## config.mk

```make
export PLATFORM = sky130hd
export DESIGN_NAME = cfc_queue
export DESIGN_NICKNAME = d
export VERILOG_FILES = /design/src/sv/cfc_pkg.sv /design/src/sv/cfc_queue.sv
export SDC_FILE = /design/constraint.sdc
export NUM_CORES = 1
export LEC_CHECK = 0
export BUFFER_PORTS_ARGS = -buffer_cell sky130_fd_sc_hd__buf_2
export CAP_MARGIN = 40
export CORE_ASPECT_RATIO = 0.75
export CORE_MARGIN = 2
export CORE_UTILIZATION = 56
export DETAILED_ROUTE_END_ITERATION = 8
export PLACE_DENSITY = 0.79
export SLEW_MARGIN = 20
export SYNTH_ARGS = -nofsm -noshare
export SYNTH_HDL_FRONTEND = slang
export SYNTH_SLANG_ARGS = --single-unit
```

## constraint.sdc

```tcl
create_clock -name clk -period 2.3 [get_ports clk]
set_clock_uncertainty 0.05 [all_clocks]
set_input_delay 0.23 -clock clk [delete_from_list [all_inputs] [get_ports clk]]
set_output_delay 0.23 -clock clk [all_outputs]
set_load 0.02 [all_outputs]
```

## src/sv/cfc_pkg.sv

```systemverilog
// shared types and constants for the chunk frustum cull block
// no dependencies; imported by every cfc module and the top level
package cfc_pkg;

  localparam int MAX_CHUNKS  = 1024;
  localparam int PLANE_COUNT = 6;
  localparam int AXES        = 3;

  // chunk counter saturates at min(MAX_CHUNKS, 2047)
  localparam logic [10:0] CHUNK_CAP = 11'((MAX_CHUNKS > 2047) ? 2047 : MAX_CHUNKS);
  localparam logic [23:0] TRI_CAP   = 24'hFF_FFFF;

  // queue between front and back
  localparam int Q_DEPTH = 4;
  localparam int QPTR_W  = $clog2(Q_DEPTH);
  localparam int QCNT_W  = $clog2(Q_DEPTH + 1);

  // configuration register indexes
  localparam logic [1:0] CFG_MATRIX_COL0 = 2'd0;
  localparam logic [1:0] CFG_MATRIX_COL1 = 2'd1;
  localparam logic [1:0] CFG_MATRIX_COL2 = 2'd2;
  localparam logic [1:0] CFG_MATRIX_COL3 = 2'd3;

  // identity matrix in Q8.8, one column per register
  localparam logic [63:0] MATRIX_COL0_RESET = 64'h0000_0000_0000_0100;
  localparam logic [63:0] MATRIX_COL1_RESET = 64'h0000_0000_0100_0000;
  localparam logic [63:0] MATRIX_COL2_RESET = 64'h0000_0100_0000_0000;
  localparam logic [63:0] MATRIX_COL3_RESET = 64'h0100_0000_0000_0000;

  // classified chunk as it travels from front to back
  typedef struct packed {
    logic        visible;
    logic [13:0] triangles;
    logic        frame_start;
  } item_t;

endpackage

```

## src/sv/cfc_queue.sv

```systemverilog
// short flop queue between the classifying front and the counting back
// depends on cfc_pkg
module cfc_queue (
  input  logic                       clk,
  input  logic                       rst,
  input  logic                       push,
  input  cfc_pkg::item_t             push_item,
  input  logic                       pop,
  output logic                       not_empty,
  output cfc_pkg::item_t             head,
  output logic [cfc_pkg::QCNT_W-1:0] count
);
  import cfc_pkg::*;

  item_t             entries [Q_DEPTH];
  logic [QPTR_W-1:0] wptr;
  logic [QPTR_W-1:0] rptr;
  logic              do_pop;

  assign not_empty = count != '0;
  assign head      = entries[rptr];
  assign do_pop    = pop && not_empty;

  always_ff @(posedge clk) begin
    if (rst) begin
      wptr  <= '0;
      rptr  <= '0;
      count <= '0;
    end else begin
      if (push) begin
        wptr <= wptr + 1'b1;
      end
      if (do_pop) begin
        rptr <= rptr + 1'b1;
      end
      if (push && !do_pop) begin
        count <= count + 1'b1;
      end else if (!push && do_pop) begin
        count <= count - 1'b1;
      end
    end
  end

  always_ff @(posedge clk) begin
    if (push) begin
      entries[wptr] <= push_item;
    end
  end

endmodule

```

==> results.md <==
Global route:
- The global-route wire length before repair is 6651 um.
- Entering global routing, the biggest net connects 17 pins.
- The remaining global-route overflow is 0.
- Across every metal layer, demand over resource in global routing totals 0.1710.
- The number of antenna violations at the first check in global routing is 0.
- The via count of the first global-routing pass is 1,373.

Worst setup path:
- The kind of cell with the highest combined delay along the critical path is multiplexers.
- STA classifies the critical path startpoint as a flip-flop.
- At the worst endpoint, the required time is 2.02 ns.
- For this run, the slowest stage of the critical path takes 0.57 ns.
- The slowest stage cell on the critical path is mux4_1.
- The critical path goes through buf_12 > mux4_1 > buf_2.
- The category of the worst setup path capture point is an output pin.
- Of all nets on the critical path, the largest fanout is 11.
- At the worst endpoint, the arrival time is 1.86 ns.
- The setup path with the least slack is of type flip-flop to output pin.
- The critical path contains buffers and inverters numbering 2 combined.

Floorplan:
- In this run the vertical extent of the chip is 64.99 um.
- The area enclosed by the die boundary is 5545 um^2.
- The initial core utilization is 0.5733.
- After floorplanning, the core was sized to cover 4845 um^2.
- The die span in x is 85.33 um.
- The row count is 22.
- For this design the top-level I/O count stands at 40.

Synth:
- The per-instance average area after synthesis is 21.87 um^2.
- Counting flops with a built-in enable in the synthesized netlist gives 64.
- The fraction of synthesized cell area taken by the top area cell type is 0.6919.
- The async set-or-reset flop fraction in the synthesized netlist is 0.
- Sorting the synthesized cells by how often they occur yields edfxtp_1, mux4_2, dfxtp_1.
- The post-synthesis instance total is 127.
- Among all flip-flop cells after synthesis, the most frequent one is edfxtp_1.
- The number of nets in the synthesized netlist is 153.
- Summing every instance area after synthesis gives 2778 um^2.
- The number of distinct library cells after synthesis is 21.
- The count of warnings emitted by yosys is 0.
- The most frequently used cell type in the post-synthesis netlist is edfxtp_1.
- By area the synthesized netlist is led by edfxtp_1, mux4_2, dfxtp_1.
- In this run, synthesis produced a sequential element count of 73.
- For this run, the register share of the synthesized area comes to 0.7568.
- The largest area contributor in the synthesized netlist is edfxtp_1.

Place:
- The number of buffers added on ports is 39.
- The HPWL after detailed placement is 2928 um.
- The final estimated routing congestion in global placement is 0.7450.
- The number of cells in the design after placement is 226.

Clock network:
- The number of CTS-inserted buffers is 9.
- The number of hold buffers added after cts is 0.
- The clock edge transition at the registers on the reported setup and hold paths is 0.07 ns.
- The clock reaches the later pin of the worst-skew pair after 0.34 ns.
- The deepest level of the CTS H-tree is 3.
- TritonCTS built the clock tree.
- The longest clock path from root to sink contains 2 buffers.
- Clock tree synthesis selected as its root buffer the cell clkbuf_8.
- Clock tree synthesis found a total of 73 sinks.

Route:
- The count of nets left with antenna violations once routing finished came out at 0.
- The number of detailed-route iterations in the first pass is 4.
- The final wirelength is 4279 um.
- The routed length per instance is 17.61 um.
- The count of vias placed by the detailed router is 1,330.
- The detail-routed via count per cell is 5.473.
- The first-iteration detailed-routing DRC count is 87.
- After detailed routing, the number of remaining DRC violations is 0.

Power and ir drop:
- The static power due to leakage is 1.179 nW.
- The maximum vdd drop is 0.5688 mV.
- Dividing total power by cell area gives a power density of 1047 nW/um^2.

STA:
- The final count of pins violating max slew is 0.
- Setup repair after global routing left no endpoint under its margin.
- Summed over all failing endpoints, the final setup total negative slack is 0 ns.
- The number of hold-slack violations in the final timing report is 0.
- The final period demand of the worst path is 2.139 ns.
- Setup violations remaining at the end of the flow were counted as 0.
- The worst hold margin is 0.05025 ns.
- Dividing the final minimum period by the clock period gives 0.9300.
- The worst pin sits at a relative slew slack of 0.6667.
- At the pin with the least slew margin, the transition time is 0.4993 ns.
- For this run, the top clock speed supported by timing is 467.5 MHz.

Outcome:
- The run finished with clean final reports.

Layout:
- The total number of nets in the final design is 204.
- The layout has 339 filler cells.
- The fraction of final layout cells sized beyond drive strength 1 is 0.3825.
- Once layout is complete, the utilization of the core stands at 0.6717.
- The antenna diode count is 0.
- Once layout is complete, the cells apart from fillers number 243.
- From synthesis to final layout, the design area changed by 17.16%.

Flow run:
- The total of max-cap violations is 0.

Hold path:
- The type of the most critical hold path is input port to flip-flop.
-- kinds of logic (layout without fill, tap and decap cells) --
family	count (synthesis)	after routing	share of synthesized area
muxes	18	18	0.1450
buffers and inverters	8	64	0.02027
AOI/OAI and AO/OA	4	4	0.009458
DFF	73	73	0.7568
xor gates and xnor gates	5	5	0.01577
adders and majority gates	6	6	0.02973
and+or+nand+nor	13	13	0.02297
-- final cells by class --
type	count	area, um^2	area share
Sequential cell	73	2102	0.6459
Multi-Input combinational cell	46	624.3	0.1918
Timing Repair Buffer	45	256.5	0.07882
Clock buffer	9	123.9	0.03806
Tap cell	60	75.07	0.02307
Clock inverter	7	61.31	0.01884
Inverter	3	11.26	0.003460
-- metrics by stage --
step                      instance area (um^2)  worst slack [ns]  power, mW
after floorplan                           2778            0.1975      2.284
after global placement                    3053            0.2474      2.491
after detailed placement                  3053            0.1126      2.521
after CTS                                 3238           0.09350      3.440
after global routing                      3254           0.04414      3.563
final                                     3254            0.1610      3.409
-- power by group --
part / switching [mW] / internal (mW) / total [mW]
Sequential: 0.0942 / 1.54 / 1.64
Combinational: 0.444 / 0.406 / 0.849
Clock: 0.434 / 0.489 / 0.922
-- final timing paths --
path	start	end	slack (ns)	cells after the start
worst min-delay path	push_item[13]	entries[1][13]	0.05	1
worst min register to register	rptr[1]	flip-flop	0.48	2
worst max register to register	count[0]	count[2]	0.19	7
worst max-delay path	flip-flop	head[13]	0.16	3
-- placed cells by master, fill, tap and decap left out, types with 2 or more instances in the layout --
| cell type | n |
|---|---|
| edfxtp_1 | 64 |
| buf_2 | 39 |
| mux4_2 | 10 |
| dfxtp_1 | 9 |
| clkbuf_8 | 9 |
| nor2_1 | 7 |
| mux4_1 | 6 |
| ha_1 | 5 |
| and2_1 | 4 |
| xor2_1 | 4 |
| buf_4 | 4 |
| inv_1 | 3 |
| clkinv_2 | 3 |
| or3_1 | 2 |
| mux2i_1 | 2 |
| clkinv_1 | 2 |
-- layer usage --
metal  up-vias  routed length [um]  global-route usage
met5         -                   0                   0
met3         9                 242             0.07771
li1        618                   -                   -
met2        34                2148              0.2793
met4         0                  57             0.05357
met1       669                1830              0.2056
-- state kept, by name, summed over array words and instances, names as in the netlist, named ones only --
| signal | count |
|---|---|
| count | 3 |
| rptr | 2 |
| entries | 64 |
| wptr | 2 |
-- what timing repair did --
action / in CTS / in global routing
setup buffers: 0 / 0
gates resized for setup: 0 / 1
endpoints found under the setup margin: 0 / 1
(Power assumes the default switching activity.)
