==> src/sv/cfc_pkg.sv <==
// shared types and constants for the chunk frustum cull block
// no dependencies; imported by every cfc module and the top level
package cfc_pkg;

  localparam int MAX_CHUNKS  = 1024;
  localparam int PLANE_COUNT = 6;
  localparam int AXES        = 3;

  // chunk counter saturates at min(MAX_CHUNKS, 2047)
  localparam logic [10:0] CHUNK_CAP = 11'((MAX_CHUNKS > 2047) ? 2047 : MAX_CHUNKS);
  localparam logic [23:0] TRI_CAP   = 24'hFF_FFFF;

  // queue between front and back
  localparam int Q_DEPTH = 4;
  localparam int QPTR_W  = $clog2(Q_DEPTH);
  localparam int QCNT_W  = $clog2(Q_DEPTH + 1);

  // configuration register indexes
  localparam logic [1:0] CFG_MATRIX_COL0 = 2'd0;
  localparam logic [1:0] CFG_MATRIX_COL1 = 2'd1;
  localparam logic [1:0] CFG_MATRIX_COL2 = 2'd2;
  localparam logic [1:0] CFG_MATRIX_COL3 = 2'd3;

  // identity matrix in Q8.8, one column per register
  localparam logic [63:0] MATRIX_COL0_RESET = 64'h0000_0000_0000_0100;
  localparam logic [63:0] MATRIX_COL1_RESET = 64'h0000_0000_0100_0000;
  localparam logic [63:0] MATRIX_COL2_RESET = 64'h0000_0100_0000_0000;
  localparam logic [63:0] MATRIX_COL3_RESET = 64'h0100_0000_0000_0000;

  // classified chunk as it travels from front to back
  typedef struct packed {
    logic        visible;
    logic [13:0] triangles;
    logic        frame_start;
  } item_t;

endpackage

==> src/sv/cfc_back.sv <==
// back end: per-frame running totals and the output register
// depends on cfc_pkg; drains cfc_queue
module cfc_back (
  input  logic           clk,
  input  logic           rst,
  input  logic           q_not_empty,
  input  cfc_pkg::item_t q_head,
  output logic           pop,
  output logic           out_valid,
  input  logic           out_ready,
  output logic           visible,
  output logic [10:0]    chunks_drawn,
  output logic [23:0]    triangles_drawn
);
  import cfc_pkg::*;

  logic [10:0] chunk_total;
  logic [23:0] tri_total;
  logic [10:0] chunk_base;
  logic [23:0] tri_base;
  logic [10:0] chunk_total_next;
  logic [23:0] tri_total_next;
  logic [24:0] tri_sum;

  assign pop = q_not_empty && (!out_valid || out_ready);

  always_comb begin
    chunk_base = q_head.frame_start ? '0 : chunk_total;
    tri_base   = q_head.frame_start ? '0 : tri_total;
    tri_sum    = {1'b0, tri_base} + 25'(q_head.triangles);
    chunk_total_next = chunk_base;
    tri_total_next   = tri_base;
    if (q_head.visible) begin
      if (chunk_base < CHUNK_CAP) begin
        chunk_total_next = chunk_base + 11'd1;
      end
      if (tri_sum > {1'b0, TRI_CAP}) begin
        tri_total_next = TRI_CAP;
      end else begin
        tri_total_next = tri_sum[23:0];
      end
    end
  end

  always_ff @(posedge clk) begin
    if (rst) begin
      chunk_total <= '0;
      tri_total   <= '0;
      out_valid   <= 1'b0;
    end else begin
      if (pop) begin
        chunk_total <= chunk_total_next;
        tri_total   <= tri_total_next;
        out_valid   <= 1'b1;
      end else if (out_ready) begin
        out_valid <= 1'b0;
      end
    end
  end

  always_ff @(posedge clk) begin
    if (pop) begin
      visible         <= q_head.visible;
      chunks_drawn    <= chunk_total_next;
      triangles_drawn <= tri_total_next;
    end
  end

endmodule

==> config.mk <==
export PLATFORM = sky130hd
export DESIGN_NAME = cfc_back
export DESIGN_NICKNAME = d
export VERILOG_FILES = /design/src/sv/cfc_pkg.sv /design/src/sv/cfc_back.sv
export SDC_FILE = /design/constraint.sdc
export NUM_CORES = 1
export LEC_CHECK = 0
export BUFFER_PORTS_ARGS = -buffer_cell sky130_fd_sc_hd__buf_2
export CORE_MARGIN = 5
export CORE_UTILIZATION = 41
export DETAILED_ROUTE_END_ITERATION = 6
export GPL_ROUTABILITY_DRIVEN = 0
export PLACE_DENSITY = 0.7
export REMOVE_ABC_BUFFERS = 1
export SETUP_SLACK_MARGIN = 0.15
export SLEW_MARGIN = 20
export SYNTH_ARGS = -nofsm -noshare
export SYNTH_HDL_FRONTEND = slang
export SYNTH_SLANG_ARGS = --single-unit
==> constraint.sdc <==
create_clock -name clk -period 3.64 [get_ports clk]
set_clock_uncertainty 0.1 [all_clocks]
set_input_delay 0.182 -clock clk [delete_from_list [all_inputs] [get_ports clk]]
set_output_delay 0.182 -clock clk [all_outputs]
set_load 0.01 [all_outputs]
==> results of run 1 <==
==> sequential cells by signal, indices dropped and copies added, names as in the netlist <==
signal,count
chunk_total,11
triangles_drawn,24
out_valid,1
visible,1
chunks_drawn,11
tri_total,24
==> worst max path at each step <==
stage,endpoint,from,cells past startpoint,slack [ns]
global route,tri_total[19]$_SDFFE_PP0P_,tri_total[0]$_SDFFE_PP0P_,10,0.25
detailed placement,tri_total[7]$_SDFFE_PP0P_,q_head[0],11,0.44
floorplan,tri_total[12]$_SDFFE_PP0P_,out_valid$_SDFFE_PP0P_,7,0.54
CTS,tri_total[7]$_SDFFE_PP0P_,tri_total[0]$_SDFFE_PP0P_,10,0.42
global placement,tri_total[7]$_SDFFE_PP0P_,q_head[0],11,0.57
finish,tri_total[8]$_SDFFE_PP0P_,tri_total[0]$_SDFFE_PP0P_,11,0.41
==> cell usage after synthesis (3+ instances only) <==
| cell | n | area [sq um] |
|---|---|---|
| and3_1 | 7 | 43.8 |
| a21o_1 | 8 | 60.1 |
| a211oi_2 | 3 | 37.5 |
| edfxtp_1 | 36 | 1080 |
| nor3_1 | 18 | 90.1 |
| nor3b_1 | 3 | 22.5 |
| nand3_1 | 9 | 45.0 |
| nand2b_1 | 4 | 25.0 |
| clkbuf_1 | 16 | 60.1 |
| a31oi_1 | 7 | 43.8 |
| nand2_1 | 59 | 221 |
| or3_1 | 3 | 18.8 |
| o21ai_0 | 21 | 105 |
| inv_1 | 10 | 37.5 |
| o211ai_1 | 4 | 30.0 |
| a211oi_1 | 11 | 82.6 |
| nor2_1 | 45 | 169 |
| a211o_1 | 3 | 26.3 |
| nor2b_1 | 22 | 138 |
| xnor2_1 | 13 | 114 |
| and4_1 | 3 | 26.3 |
| ha_1 | 15 | 188 |
| a21oi_1 | 49 | 245 |
| buf_2 | 6 | 30.0 |
| dfxtp_1 | 36 | 721 |
| o21a_1 | 5 | 37.5 |
| nand4_1 | 6 | 37.5 |
| xor2_1 | 6 | 52.6 |
==> placed cells by master, fill, tap and decap left out, types with 10 or more instances in the layout <==
cell      instances
a211oi_1         11
a21oi_1          49
buf_2            57
dfxtp_1          36
edfxtp_1         36
ha_1             15
inv_1            10
nand2_1          59
nor2_1           45
nor2b_1          22
nor3_1           18
o21ai_0          21
xnor2_1          13
==> stage by stage <==
stage / utilization [%] / setup slack (ns)
floorplan: - / 0.538
global placement: 45.4 / 0.570
detailed placement: 45.4 / 0.438
global route: 47.2 / 0.250
finish: 47.2 / 0.409
CTS: 47.1 / 0.416
==> what timing repair did <==
item | 4_1_cts | 5_1_grt
setup endpoints to repair | 0 | 1
endpoints found under the hold margin | 1 | 0
buffers inserted | 0 | 0
hold buffers | 1 | 0
resized for setup | 0 | 1
==> layer usage <==
| layer | GRT usage, % | vias to the layer above | part of all wire [%] |
|---|---|---|---|
| li1 | - | 1836 | - |
| met1 | 23.6 | 1742 | 46 |
| met2 | 27.1 | 138 | 45 |
| met3 | 4.62 | 19 | 7.0 |
| met4 | 4.22 | 0 | 2.2 |
| met5 | 0 | - | 0 |
==> power breakdown <==
part	total, mW	internal, mW	switching (mW)
combinational	0.277	0.0972	0.180
clock	0.574	0.250	0.324
sequential	0.906	0.893	0.0132
==> cells by family (layout without fill, tap and decap cells) <==
group           count (synthesis)  count (layout)  share of synthesized area (%)
simple gates                  192             192                           22.3
flops                          72              72                           42.8
mux                             3               3                          0.742
buf+inv                        35              92                           3.38
compound gates                135             135                           21.9
xor+xnor                       19              19                           3.95
fa+ha+maj                      16              16                           4.93
==> final cells by class <==
type,instances,share of cell area (%)
multi-input cells,365,47.3
flip-flops and latches,72,37.5
repair buffers,65,7.23
well taps,136,3.54
clock buffers,10,2.65
clock inverters,6,0.911
inverters,11,0.858
==> worst register-to-register path, delay by kind of cell (launching register included) <==
family | cells | cell delay [ns]
flops | 1 | 0.33
buf+inv | 2 | 0.31
compound gates | 4 | 1.29
simple gates | 3 | 0.48
fa+ha+maj | 2 | 0.62
==> key figures, run 1 <==
Outcome
  • Status: completed

Yosys
  • Cell area after synthesis: approximately 0.0042 sq mm
  • Async S/R FF share, synth: 0%
  • Register area share after synthesis: between 40% and 50%
  • Number of synthesized flops with an enable pin: 36
  • Seq cells post-synth: 72
  • Ys Warns: 0
  • Synthesized area per cell: 8.93 sq um
  • Post-synthesis cell count: roughly 470
  • Main synth FF type: edfxtp_1
  • Synth cell types: 65

Critical path
  • CP max stage cell: a211oi_2
  • Slowest cell delay on critical path: approximately 0.54 ns
  • FF-to-FF Start: tri_total[0]$_SDFFE_PP0P_
  • Flop2flop setup slack: 0.41 ns
  • Buf/Inv on CP: 2
  • WS Path Type: flop to flop
  • Crit path arrival time: about 3.4 ns
  • Crit end category: flop
  • CP Cell Sequence: nor2b_1 > ha_1 > inv_1 > fa_1 > and2b_1 > o2111ai_1 > a21o_1 > a211oi_2 > buf_4 > nor2_1 > a211oi_1
  • Reg-to-Reg End: tri_total[8]$_SDFFE_PP0P_
  • Crit-path max FO: 7
  • WP data required: 3.81 ns
  • Worst-case reg-to-reg path depth: 11
  • Startpoint class of the critical path: flop
  • Top delay family on crit path: compound AO/OA/AOI/OAI gates

Placement
  • Dpl hpwl: 7700 microns
  • IO Port Bufs: 57
  • Post-placement cell count: 648
  • Post-Place Cell Area: roughly 0.0046 sq mm

Cells and area
  • Post-Layout Cell Count: 665
  • Fillers: 1025
  • FF+latch area: 0.00180 sq mm
  • Layout area overhead: 14.1%
  • Share of cells above drive strength 1: 18.1%
  • Area of the multi-input gates: between 0.002 and 0.0025 sq mm
  • Final Cell Area: 0.00481 sq mm
  • ANT cells: 0
  • Final nets: 560

Floorplanning
  • I/O pin total: 58
  • Floorplan core area: between 0.01 and 0.015 sq mm
  • Rows: 37
  • Initial Util: 41.4%
  • Die Y-Extent: ~110 microns
  • Die X: 111 microns
  • Die area: around 0.012 sq mm

Detailed routing
  • Via count: around 3700
  • Final wirelength: 10500 microns
  • Post-DR vias/cell: about 5.6
  • Routed length per instance: 15.8 microns
  • Antenna-violating nets left: 0
  • Iter 0 DRT Violations: 231
  • First-pass DRT Iterations: 5
  • DRC: 0

Power
  • PD cells: roughly 370 mW/mm^2
  • Leakage: ~1.9 nW
  • Overall power: 1.76 mW
  • Peak VDD IR: approximately 0.17 mV

Global route
  • Global-route wire length before repair: between 15000 and 20000 microns
  • Grt ovf: 0
  • Largest net degree at the start of global routing: 55
  • Total GRT Usage: 17.2%
  • Vias in the first global route: 3571
  • Initial antenna violation count: 0

Timing
  • Slew Viols, Final: 0
  • RSZ-0062 raised after global routing: no
  • Hold slack: 0.0165 ns
  • Final hold vios: 0
  • Tmin final: 3.23 ns
  • Slew @ Worst Pin: 0.643 ns
  • Slew margin rel.: 57.1%
  • Final setup fails: 0
  • Maximum clock frequency: just over 300 MHz
  • Setup TNS: 0 ns
  • Crit share post-route: 88.8%

CTS
  • Num CTS Buffers: 9
  • Clock Tree Buf Depth: 2
  • CTS tree: done
  • Clock Tree Root: clkbuf_8
  • Num Clock Sinks: 72
  • Clock Pin Slew Worst Setup and Hold Paths: 0.08 ns
  • Worst-Skew Late Latency: roughly 0.36 ns
  • H-tree depth: 3

Min path
  • Hold EP: out_valid$_SDFFE_PP0P_
  • Worst Hold Class: input port to flop
  • Hold Crit Start: out_ready
  • Worst Hold Depth: 3

Run
  • Max-Cap Viols: 0
Note: power is estimated with default switching activity, not from simulation.
==> inputs of run 2 (changes only) <==
--- a/config.mk
+++ b/config.mk
@@ -5,11 +5,12 @@
 export SDC_FILE = /design/constraint.sdc
 export NUM_CORES = 1
 export LEC_CHECK = 0
-export BUFFER_PORTS_ARGS = -buffer_cell sky130_fd_sc_hd__buf_2
+export BUFFER_PORTS_ARGS = -buffer_cell sky130_fd_sc_hd__buf_4
 export CORE_MARGIN = 5
 export CORE_UTILIZATION = 41
 export DETAILED_ROUTE_END_ITERATION = 6
 export GPL_ROUTABILITY_DRIVEN = 0
+export GPL_TIMING_DRIVEN = 0
 export PLACE_DENSITY = 0.7
 export REMOVE_ABC_BUFFERS = 1
 export SETUP_SLACK_MARGIN = 0.15
==> run 2 against run 1 <==
Setup slack got worse by 0.22 ns. Via count decreased by 1.9%. Combinational power increased by 5%. First-iteration DRC count decreased by 13%. Register-to-register slack got worse by 0.22 ns. Total power increased by 2.7%. Maximum frequency decreased by 6.3%.
==> key figures, run 2 (synthesis gave the netlist of run 1 again) <==
Power
  • Sequential share of power: about half
  • Logic pwr share: 16.1%
  • Switching pwr: just under 0.5 mW
  • Sw Share: 27.0%
  • Clk pwr share: 33.6%
  • PD cells: 367 mW/mm^2
  • Leakage: 1.91 nW
  • Internal power: 1.32 mW
  • Peak VDD IR: 0.193 mV

Floorplanning
  • Initial Util: 41.4%
  • Rows: 37
  • I/O pin total: 58
  • Die X: roughly 110 microns
  • Die Y-Extent: 111 microns
  • Die area: 0.0124 sq mm
  • Floorplan core area: 0.0102 sq mm

CTS
  • CTS tree: done
  • Clock Tree Buf Depth: 2
  • H-tree depth: 3
  • Num CTS Buffers: 9
  • Worst-Skew Late Latency: 0.35 ns
  • Post-CTS Setup Bufs: 0
  • Clock Tree Root: clkbuf_8
  • Clock Pin Slew Worst Setup and Hold Paths: 0.08 ns
  • Num Clock Sinks: 72
  • Post-CTS resize count: 0

Critical path
  • WS Path Type: flop to flop
  • FF-to-FF Start: tri_total[0]$_SDFFE_PP0P_
  • Buf/Inv on CP: 1
  • Flop2flop setup slack: 0.19 ns
  • Crit path arrival time: 3.55 ns
  • End of the critical path: triangles_drawn[10]$_DFFE_PP_
  • Reg-to-Reg End: triangles_drawn[10]$_DFFE_PP_
  • WP data required: 3.75 ns
  • Crit end category: flop
  • Crit path from: tri_total[0]$_SDFFE_PP0P_
  • Startpoint class of the critical path: flop
  • Crit-path max FO: 13
  • Top delay family on crit path: compound AO/OA/AOI/OAI gates
  • Slowest cell delay on critical path: 0.83 ns
  • CP Depth: 10
  • Worst-case reg-to-reg path depth: 10
  • CP Cell Sequence: nor2b_1 > ha_1 > inv_1 > fa_1 > and2b_1 > o2111ai_1 > a21o_1 > a211oi_2 > nor3_1 > a21oi_1
  • CP max stage cell: a211oi_2

Detailed routing
  • Final wirelength: 10200 microns
  • First-pass DRT Iterations: 6
  • Via count: 3664
  • DRC: 0
  • Iter 0 DRT Violations: between 200 and 250
  • Antenna-violating nets left: 0
  • Routed length per instance: 15.6 microns
  • Post-DR vias/cell: 5.57

Timing
  • Maximum clock frequency: 290 MHz
  • Final hold vios: 0
  • Crit share post-route: about 95%
  • Final setup fails: 0
  • Slew margin rel.: roughly a third
  • RSZ-0062 raised after global routing: yes
  • Slew Viols, Final: 0
  • Tmin final: 3.45 ns
  • Slew @ Worst Pin: just under 1 ns
  • Worst Setup Slack, final: 0.193 ns
  • Hold slack: around 0.037 ns

Global route
  • Initial antenna violation count: 0
  • Grt met1 use: 21.4%
  • Total GRT Usage: roughly 16%
  • Met2 Usage GRT: 26.5%
  • Global-route wire length before repair: 17100 microns
  • Met3 usage: 4.08%
  • Most Crowded Layer GR: met2
  • Largest net degree at the start of global routing: 48
  • Grt ovf: 0
  • Vias in the first global route: 3632

Min path
  • Worst Hold Class: input port to flop
  • Hold Crit Start: out_ready

Placement
  • Dpl hpwl: 7180 microns
  • IO Port Bufs: 57
  • DP Worst Slack: around 0.089 ns

Cells and area
  • Share of cells above drive strength 1: 16.7%
  • Most frequent cells in the layout: 59 x nand2_1, 57 x buf_4, 49 x a21oi_1
  • ANT cells: 0
  • Final nets: 554
  • Commonest non-fill, non-tap cell in the layout: nand2_1
  • Layout area overhead: 16.7%
  • Biggest regs: tri_total (24), triangles_drawn (24)
  • Fillers: around 1000
  • End-of-flow core utilization: around half

Outcome
  • Status: completed

Run
  • Max-Cap Viols: 0
## run 2: what timing repair did
item                       4_1_cts  5_1_grt
hold endpoints to repair         1        0
hold buffers                     1        0
setup endpoints to repair        0       28
## run 2: area by class of cell
type                    count  area [sq um]  area share, %
inverters                  11          42.5          0.865
well taps                 136           170           3.46
clock inverters             4          46.3          0.941
flip-flops and latches     72          1800           36.6
multi-input cells         365          2270           46.1
clock buffers              11           131           2.67
repair buffers             59           458           9.31
## run 2: tightest hold or removal path: cells and delay by family
kind	cells	cell delay (ns)
and+or+nand+nor	1	0.10
AOI/OAI and AO/OA	1	0.07
buffers and inverters	1	0.07
## run 2: through the flow
stage | instance area (sq um) | total power, mW | std cells | setup TNS (ns)
final | 4920 | 1.81 | 658 | 0
after global placement | 4710 | 1.21 | 641 | -10.74
after detailed placement | 4730 | 1.21 | 642 | 0
after global routing | 4920 | 1.89 | 658 | -0.00568
after CTS | 4920 | 1.82 | 658 | 0
after floorplan | 4110 | 1.09 | 448 | 0
## run 2: routing by layer
layer / wire length, microns / part of all wire, %
met5: 0 / 0
met4: 123 / 1.2
met3: 622 / 6.1
met2: 4800 / 47
met1: 4690 / 46
## run 2: worst min path at each step
stage | to | slack (ns) | cells after the start
2_1_floorplan | tri_total[7]$_SDFFE_PP0P_ | 0.15 | 1
3_3_place_gp | tri_total[6]$_SDFFE_PP0P_ | 0.33 | 2
3_5_place_dp | tri_total[12]$_SDFFE_PP0P_ | 0.34 | 2
4_1_cts | out_valid$_SDFFE_PP0P_ | 0.03 | 3
5_1_grt | out_valid$_SDFFE_PP0P_ | 0.04 | 3
6_report | out_valid$_SDFFE_PP0P_ | 0.04 | 3
## run 2: power by group through the flow
stage / combinational [mW] / sequential [mW] / clock [mW]
after global routing: 0.320 / 0.911 / 0.660
after detailed placement: 0.289 / 0.925 / 0
final: 0.292 / 0.907 / 0.607
after CTS: 0.292 / 0.907 / 0.623
after floorplan: 0.154 / 0.939 / 0
after global placement: 0.281 / 0.926 / 0
==> inputs of run 3 (changes only) <==
--- a/config.mk
+++ b/config.mk
@@ -6,7 +6,6 @@
 export NUM_CORES = 1
 export LEC_CHECK = 0
 export BUFFER_PORTS_ARGS = -buffer_cell sky130_fd_sc_hd__buf_4
-export CORE_MARGIN = 5
 export CORE_UTILIZATION = 41
 export DETAILED_ROUTE_END_ITERATION = 6
 export GPL_ROUTABILITY_DRIVEN = 0
==> constraint.sdc (replaced) <==
create_clock -name clk -period 4.1 [get_ports clk]
set_clock_uncertainty 0.1 [all_clocks]
set_input_delay 0 -clock clk [delete_from_list [all_inputs] [get_ports clk]]
set_output_delay 0 -clock clk [all_outputs]
set_load 0.01 [all_outputs]
==> run 3 against run 2 <==
The flow now finishes with violations (hold timing). Sequential cell count unchanged. First-iteration DRC count down 20%. Total power down 9.5%. Sequential share of layout area down 0.32 points. Clock-buffer cell count down 2. Clock power down 5.9%. Sequential power down 11%. Combinational power down 11%. Die area down 14%.
==> key figures, run 3 (synthesis gave the netlist of run 1 again) <==
Detailed routing
  • Post-DR vias/cell: 5.56
  • Antenna-violating nets left: 0
  • Iter 0 DRT Violations: 162
  • DRC: 0
  • Routed length per instance: 14.8 microns
  • Final wirelength: ~9700 microns
  • First-pass DRT Iterations: 7
  • Via count: 3667

Cells and area
  • Area of the multi-input gates: 0.00227 sq mm
  • FF+latch area: 0.00180 sq mm
  • Layout area overhead: 17.8%
  • Biggest regs: tri_total (24), triangles_drawn (24)
  • End-of-flow core utilization: 50.3%
  • Commonest non-fill, non-tap cell in the layout: nand2_1
  • Most frequent cells in the layout: 59 x nand2_1, 57 x buf_4, 49 x a21oi_1
  • ANT cells: 0
  • Final nets: between 500 and 600
  • Fillers: 919
  • Share of cells above drive strength 1: 17.3%
  • Post-Layout Cell Count: 659

Critical path
  • Crit-path max FO: 13
  • WS Path Type: flop to flop
  • WP data required: 4.23 ns
  • Startpoint class of the critical path: flop
  • Worst-case reg-to-reg path depth: 10
  • Flop2flop setup slack: 0.72 ns
  • Crit path arrival time: 3.51 ns
  • Crit end category: flop

Global route
  • Largest net degree at the start of global routing: 48
  • Vias in the first global route: 3329
  • Grt ovf: 0
  • Initial antenna violation count: 0
  • Global-route wire length before repair: roughly 16000 microns
  • Total GRT Usage: 19.4%

Timing
  • Worst Setup Slack, final: 0.718 ns
  • Final hold vios: 1
  • Slew Viols, Final: 0
  • Maximum clock frequency: 296 MHz
  • Slew margin rel.: about 36%
  • Crit share post-route: 82.5%
  • RSZ-0062 raised after global routing: no
  • Tmin final: between 3 and 4 ns
  • Hold slack: -0.00869 ns
  • Slew @ Worst Pin: 0.961 ns
  • Final setup fails: 0

Power
  • Switching pwr: 0.458 mW
  • Sequential share of power: 49.2%
  • Sw Share: ~28%
  • Internal power: 1.18 mW
  • PD cells: ~330 mW/mm^2
  • Peak VDD IR: 0.150 mV
  • Clk pwr share: a little over a third
  • Leakage: 1.92 nW
  • Logic pwr share: ~16%

Floorplanning
  • Die Y-Extent: roughly 100 microns
  • Floorplan core area: approximately 0.01 sq mm
  • Rows: 36
  • Die X: 103 microns
  • I/O pin total: 58
  • Initial Util: 42.7%
  • Die area: 0.0107 sq mm

Placement
  • Post-placement cell count: 639
  • DP Worst Slack: just over 0.7 ns
  • Dpl hpwl: 6640 microns
  • IO Port Bufs: 57

Min path
  • Worst Hold Class: input port to flop
  • Worst Hold Depth: 4

CTS
  • Clock Tree Buf Depth: 2
  • Worst-Skew Late Latency: 0.37 ns
  • Num Clock Sinks: 72
  • Num CTS Buffers: 9
  • Clock Pin Slew Worst Setup and Hold Paths: 0.08 ns
  • CTS tree: done
  • Clock Tree Root: clkbuf_8
  • H-tree depth: 3

Outcome
  • Status: finished with violations
  • Failing checks: hold timing

Run
  • Max-Cap Viols: 0
run 3: cell count changes in the layout (fill, tap and decap cells not counted):
cell           change
dlygate4sd3_1      +3
clkbuf_1           -2
clkinvlp_4         +2
clkinv_1           -1
clkinv_2           +1
inv_6              +1
run 3: layout make-up:
type / instances / area share, %
Clock buffer: 9 / 2.50
Clock inverter: 7 / 1.44
Inverter: 11 / 0.857
Timing Repair Buffer: 62 / 9.83
Tap cell: 133 / 3.35
Multi-Input combinational cell: 365 / 45.7
Sequential cell: 72 / 36.3
run 3: final timing paths:
kind,startpoint,end
max,tri_total[0]$_SDFFE_PP0P_,triangles_drawn[10]$_DFFE_PP_
min,q_head[1],tri_total[0]$_SDFFE_PP0P_
min reg2reg,tri_total[5]$_SDFFE_PP0P_,tri_total[5]$_SDFFE_PP0P_
max reg2reg,tri_total[0]$_SDFFE_PP0P_,triangles_drawn[10]$_DFFE_PP_
run 3: worst max-delay path, cell delays in order, from the launching register on:
cell	delay, ns
dfxtp_1	0.33
nor2b_1	0.17
ha_1	0.22
inv_1	0.06
fa_1	0.39
and2b_1	0.23
o2111ai_1	0.20
a21o_1	0.33
a211oi_2	0.82
nor3_1	0.20
a21oi_1	0.19
run 3: repair_timing:
item | 4_1_cts | 5_1_grt
buffers inserted | 0 | 0
hold endpoints to repair | 21 | 0
hold buffers | 4 | 0
resized for setup | 0 | 0
run 3: through the flow:
step	TNS (ns)	power, mW	hold slack, ns	cell area (sq um)
CTS	0	1.64	0.00234	4960
global placement	-1.13	1.07	0.155	4710
floorplan	0	0.970	-0.0321	4110
global route	0	1.71	0.0179	4960
detailed placement	0	1.07	0.163	4730
finish	0	1.63	-0.00869	4960
run 3: power groups by stage:
stage | logic, mW | registers (mW) | clock network (mW)
global placement | 0.247 | 0.822 | 0
finish | 0.259 | 0.805 | 0.571
CTS | 0.258 | 0.805 | 0.581
floorplan | 0.137 | 0.834 | 0
detailed placement | 0.253 | 0.822 | 0
global route | 0.285 | 0.809 | 0.613
run 3: metal layers:
layer | vias up | share of wire (%) | track usage (%)
li1 | 1826 | - | -
met1 | 1696 | 48 | 26.3
met2 | 121 | 44 | 29.1
met4 | 0 | 2.4 | 9.53
met3 | 24 | 5.6 | 4.44
met5 | - | 0 | 0
